--- src/hw/rtl/nnis_div.sv ---
// ---------------------------------------------------------------------------
// nnis_div
// Restoring divider, one quotient bit per cycle, for quotients below 2**QW.
// ---------------------------------------------------------------------------
module nnis_div #(
  parameter int unsigned NW = 15,
  parameter int unsigned QW = 8
) (
  input  logic          clk,
  input  logic          rst_n,
  input  logic          start,
  input  logic [NW-1:0] num,
  input  logic [QW-1:0] den,
  output logic          done,
  output logic [QW-1:0] quot
);

  localparam int unsigned TW = NW + QW;
  localparam int unsigned SW = (QW > 1) ? $clog2(QW) : 1;

  logic [NW-1:0] rem_r;
  logic [QW-1:0] den_r;
  logic [QW-1:0] q_r;
  logic [SW-1:0] step_r;
  logic          run_r;
  logic          done_r;

  logic [TW-1:0] trial;
  logic          fits;

  assign trial = TW'(den_r) << step_r;
  assign fits  = TW'(rem_r) >= trial;

  always_ff @(posedge clk) begin
    if (!rst_n) begin
      run_r  <= 1'b0;
      done_r <= 1'b0;
    end else begin
      done_r <= 1'b0;
      if (start) begin
        rem_r  <= num;
        den_r  <= den;
        q_r    <= '0;
        step_r <= SW'(QW - 1);
        run_r  <= 1'b1;
      end else if (run_r) begin
        if (fits) begin
          rem_r        <= NW'(TW'(rem_r) - trial);
          q_r[step_r]  <= 1'b1;
        end
        if (step_r == '0) begin
          run_r  <= 1'b0;
          done_r <= 1'b1;
        end else begin
          step_r <= step_r - 1'b1;
        end
      end
    end
  end

  assign done = done_r;
  assign quot = q_r;

endmodule

--- config.mk ---
export PLATFORM = sky130hd
export DESIGN_NAME = nnis_div
export DESIGN_NICKNAME = d
export VERILOG_FILES = /design/src/hw/rtl/nnis_div.sv
export SDC_FILE = /design/constraint.sdc
export NUM_CORES = 1
export LEC_CHECK = 0
export BUFFER_PORTS_ARGS = -buffer_cell sky130_fd_sc_hd__buf_4
export CAP_MARGIN = 20
export CORE_ASPECT_RATIO = 1.25
export CORE_MARGIN = 3
export CORE_UTILIZATION = 40
export DETAILED_ROUTE_END_ITERATION = 12
export GPL_TIMING_DRIVEN = 0
export SLEW_MARGIN = 20
export SYNTH_ARGS = -nofsm -noshare
export SYNTH_HDL_FRONTEND = slang
export SYNTH_SLANG_ARGS = --single-unit
--- constraint.sdc ---
create_clock -name clk -period 7.2 [get_ports clk]
set_clock_uncertainty 0.15 [all_clocks]
set_input_delay 1.44 -clock clk [delete_from_list [all_inputs] [get_ports clk]]
set_output_delay 1.44 -clock clk [all_outputs]
set_load 0.01 [all_outputs]
Yosys cells after proc, flatten, opt, wreduce, memory -nomap -nowiden
Index checks and enable logic that the tools add are counted.
Word-level totals
  register bits after elaboration: 36
  bits of input ports: 26
  output and inout bits: 9
  logic and storage cells: 37
Cells by class
  $add $sub $neg: 2
  $lt $le $gt $ge: 3
  equal/unequal tests: 1
  shift operators: 1
  muxes and demuxes: 13
  bitwise gates (word level): 3
  reduce and logical (&&, ||, !) cells: 8
Operators with widths (count)
  $mux 15: 3
  $ge 15x23->1: 1
  $shl 8x3->23: 1
  $mux 8: 2
  $sub 15x15->15: 1
  $or 8x8->8: 1
  $mux 3: 2
  $reduce_and 3->1: 2
  $mux 1: 5
  $lt 3x4->1 const B: 1
  $reduce_bool 2->1: 2
  $demux 1 s3: 1
  $ge 3x1->1 const B: 1
  $logic_not 3->1: 1
  $reduce_or 3->1: 1
  $sub 3x1->3 const B: 1
  $ne 2x2->1 const B: 1
  $not 1->1: 2
  $reduce_and 2->1: 1
  $logic_and 1x1->1: 1

Depth between registers and ports, before layout
  word-level depth: 7
  mapped depth: 12
  gate-level depth less buffers: 11

Worst setup path after synthesis
OpenSTA, ideal clock, no wires.
  path type: register to register
  from: register step_r[1]
  to: register q_r[0], in the netlist quot[0], enable pin
  setup time: 0.411 ns
  arrival time: 3.592 ns
  required time: 6.639 ns
  slack: 3.048 ns
  stages on the path, launching flop included: 12
  buffers on the path: 2
  clock period less this slack: 4.152 ns
  cell sequence: edfxtp_1 > clkbuf_1 > clkbuf_1 > nand3_1 > nor2_1 > a21oi_1 > ha_1 > nand4_2 > or3_1 > o31ai_2 > a211oi_1 > a21oi_1
On the way
  word-level cells in the longest chain between the ends: 4
RTL lines
  start: declaration: line 24  | logic [SW-1:0] step_r;
  start signal: assignment: line 44  | step_r <= SW'(QW - 1);
  start signal: assignment: line 55  | step_r <= step_r - 1'b1;
  $shl 8x3->23: line 31  | assign trial = TW'(den_r) << step_r;
  $ge 15x23->1: line 32  | assign fits = TW'(rem_r) >= trial;
  $reduce_bool 2->1 (no source line)
  $reduce_and 3->1 (no source line)
  end signal: assignment: line 43  | q_r <= '0;
  end signal: indexed assignment: line 49  | q_r[step_r] <= 1'b1;
  end: declaration: line 23  | logic [QW-1:0] q_r;
No other way between the ends.
A chain may end at the register's enable or synchronous reset.

Final worst setup path
  from: register step_r[1]
  to: register rem_r[11], enable pin
On the way
  word-level cells in the longest chain between the ends: 4
RTL lines
  $shl 8x3->23: line 31
  $ge 15x23->1: line 32
  $reduce_bool 2->1 (no source line)
  $reduce_and 3->1 (no source line)
  end signal: assignment: line 41  | rem_r <= num;
  end signal: assignment: line 48  | rem_r <= NW'(TW'(rem_r) - trial);
  end: declaration: line 21  | logic [NW-1:0] rem_r;
No other way between the ends.

==> impl_metrics.py <==
metrics = {
    "run_status": {
        "outcome": "completed",
    },
    "clocking": {
        "clk_pin_slew_worst_paths_ns": 0.07,
        "clock_path_buffers": 2,
        "cts.htree.levels": 2,
        "postCtsSetupRepairBufs": 0,
        "cts_resized": 0,
        "clock_sinks": 36,
        "clk_latency_ns": 0.29,
        "numCtsBuffers": 5,
        "clockRootBuffer": "clkbuf_8",
        "cts_hold_buf": 0,
        "cts_tree": "built",
    },
    "route": {
        "via_count": 2087,
        "wirelength_um": 5940,
        "viasPerCell": 5.39,
        "drc": 0,
        "ant_nets": 0,
        "routedWlPerCell_um": 15.3,
        "drt_iter0_drc": 133,
        "first_pass_iters": 4,
    },
    "setup_path": {
        "critPathRequiredTime_ns": 7.05,
        "path_cells": "clkbuf_1 > clkbuf_1 > and3_1 > a21oi_1 > ha_1 > nand4_2 > or3_1 > o31ai_2 > a211oi_1 > a21oi_4 > buf_8",
        "startpoint_type": "flip-flop",
        "r2r_cells": 11,
        "cp_top_family": "buffers and inverters",
        "worstSetupPathType": "reg2reg",
        "critical-path-slowest-cell": "edfxtp_1",
        "path_buf_inv": 3,
        "critical-path-max-stage-delay_ns": 0.45,
        "crit_arrival_ns": 3.86,
        "cp-end-kind": "flip-flop",
        "crit_top_cell": "clkbuf_1",
        "rr_endpoint": "rem_r[11]$_DFFE_PP_",
        "r2r_start": "step_r[1]$_SDFFCE_PP1P_",
        "crit_path_max_fanout": 14,
        "ff2ff_setup_slack_ns": 3.19,
    },
    "finish": {
        "multiInputGateArea_um2": 1340,
        "n_antenna_cell": 0,
        "utilization_pct": 50.0,
        "seq_area_um2": 1060,
        "areaGrowthSynthToFinish_pct": 18.8,
        "drive_gt1_share_pct": 17.4,
        "n_fill_cell": 621,
        "num-nets-final": 348,
    },
    "yosys": {
        "synthArstFlopShare_pct": 0,
        "synth_nets": 306,
        "synth_edf_count": 34,
        "synth_warnings": 0,
        "synth_area_per_cell_um2": 9.47,
        "ys_seq_area_share_pct": 42.8,
        "yosysTopAreaCellShare_pct": 41.1,
        "yosys-top-cells-area": "edfxtp_1, ha_1, a21oi_1",
        "ys_ff_latch": 36,
        "synth_top_area_cell": "edfxtp_1",
        "synth.distinct_cells": 45,
        "netlist_area_um2": 2480,
        "synthFlopType": "edfxtp_1",
        "synthCells": 262,
    },
    "pwr": {
        "p_leak_nw": 1.16,
        "ir_worst_vdd_mv": 0.0877,
        "power_density_nw_per_um2": 213,
    },
    "global_route": {
        "grt_pass1_wl_um": 9800,
        "grt_max_degree": 15,
        "grt_antenna_before_repair": 0,
        "gr-total-overflow": 0,
        "first_global_vias": 2076,
        "grt.total_usage_pct": 17.3,
    },
    "floorplan": {
        "num_rows": 31,
        "coreArea_um2": 5900,
        "die_h_um": 94.1,
        "dieWidth_um": 76.4,
        "pin_count": 35,
        "die_area_um2": 7190,
        "start_util_pct": 42.1,
    },
    "timing": {
        "rsz0062_at_grt": "false",
        "finalHoldViolCount": 0,
        "final.setup.worst_slack_ns": 3.19,
        "relSlewSlack_pct": 65.6,
        "max_freq_ghz": 0.249,
        "setup_viol": 0,
        "worstMarginPinSlew_ns": 0.517,
        "timing.final.crit_share_pct": 55.7,
        "min_period_ns": 4.01,
        "drv_slew": 0,
        "tns_ns": 0,
    },
    "placement": {
        "io_buffer_count": 34,
        "dp_hpwl_um": 4610,
        "routabilityCongestion": 0.823,
        "dp_slack_ns": 3.18,
    },
    "job": {
        "cap_violations": 0,
    },
    "worst_hold_path": {
        "worstHoldEndpoint": "done$_SDFF_PP0_",
        "hp-class": "reg2reg",
        "whs_path_depth": 2,
        "hp-start": "run_r$_SDFF_PN0_",
    },
}
sequential cells by signal, summed over array words and instances (netlist names):
name,cells
run_r,1
done,1
quot,8
rem_r,15
step_r,3
den_r,8
worst max-delay path by stage:
stage,depth (start not counted),start,to,slack (ns)
5_1_grt,12,step_r[1]$_SDFFCE_PP1P_,quot[6]$_SDFFCE_PP0P_,2.90
2_1_floorplan,11,step_r[1]$_SDFFCE_PP1P_,quot[0]$_SDFFCE_PP0P_,3.05
4_1_cts,11,step_r[1]$_SDFFCE_PP1P_,quot[2]$_SDFFCE_PP0P_,3.18
3_5_place_dp,11,step_r[1]$_SDFFCE_PP1P_,quot[2]$_SDFFCE_PP0P_,3.18
6_report,11,step_r[1]$_SDFFCE_PP1P_,rem_r[11]$_DFFE_PP_,3.19
3_3_place_gp,10,step_r[1]$_SDFFCE_PP1P_,quot[2]$_SDFFCE_PP0P_,1.94
metal layers:
metal | vias up | wire length (um) | global-route usage [%]
li1 | 1051 | - | -
met1 | 988 | 2650 | 21.3
met2 | 42 | 3000 | 31.2
met3 | 6 | 225 | 3.17
met4 | 0 | 65 | 4.53
met5 | - | 0 | 0
worst register-to-register path: cells and delay by family, from the launching register on:
kind / cells / cell delay [ns]
simple gates: 3 / 0.75
fa+ha+maj: 1 / 0.43
flops: 1 / 0.45
compound gates: 4 / 0.89
buf+inv: 3 / 1.04
final cells by class:
cell class | instances | share of cell area (%)
Inverter | 11 | 1.40
Clock inverter | 1 | 0.170
Tap cell | 82 | 3.48
Buffer | 12 | 1.61
Timing Repair Buffer | 35 | 9.17
Clock buffer | 7 | 2.59
Sequential cell | 36 | 36.0
Multi-Input combinational cell | 203 | 45.6
cell usage after synthesis, types with 3 or more instances:
cell type,number
a31oi_1,5
o31ai_1,3
xnor2_1,5
and3_1,4
clkbuf_1,9
nand4_1,3
nor2b_1,4
mux2_2,3
o21ai_0,15
inv_1,11
mux2i_1,6
ha_1,17
a211oi_1,4
or3_1,3
xor2_1,3
nand2_1,37
nor2_1,19
a21oi_1,28
edfxtp_1,34
nand3_1,7
nor3_1,3
a21o_1,3
o211ai_1,6
through the flow:
stage               cell area, um2  power, mW  hold slack (ns)  std cells
finish                        2950      0.627            0.356        387
global route                  2950      0.668            0.389        387
CTS                           2950      0.631            0.363        387
detailed placement            2870      0.486            0.345        379
global placement              2840      0.482            0.349        378
floorplan                     2480      0.425            0.312        262
logic make-up after synthesis:
| kind of cell | synth area share (%) |
|---|---|
| muxes | 5.60 |
| buffers and inverters | 3.58 |
| adders and majority gates | 9.38 |
| DFF | 42.8 |
| and+or+nand+nor | 17.3 |
| AOI/OAI and AO/OA | 18.6 |
| xor gates and xnor gates | 2.82 |
power by group:
part	switching (mW)	leakage, nW	internal (mW)
clock network	0.0750	0.0422	0.0680
registers	0.00941	0.336	0.256
logic	0.128	0.787	0.0906
layout by cell type, fill, tap and decap left out, types with 3 or more instances in the layout:
cell	instances
clkbuf_1	11
nor3_1	3
a211oi_1	4
xor2_1	3
nor2_1	19
o21ai_0	15
nand2_1	37
nand3_1	7
inv_1	11
or3_1	3
a21oi_1	27
a31oi_1	5
buf_4	34
mux2_2	3
xnor2_1	5
mux2i_1	6
ha_1	17
nand4_1	3
edfxtp_1	34
nor2b_1	4
a21o_1	3
o211ai_1	6
o31ai_1	3
clkbuf_8	5
and3_1	4
Power figures use the tool's default switching activity.
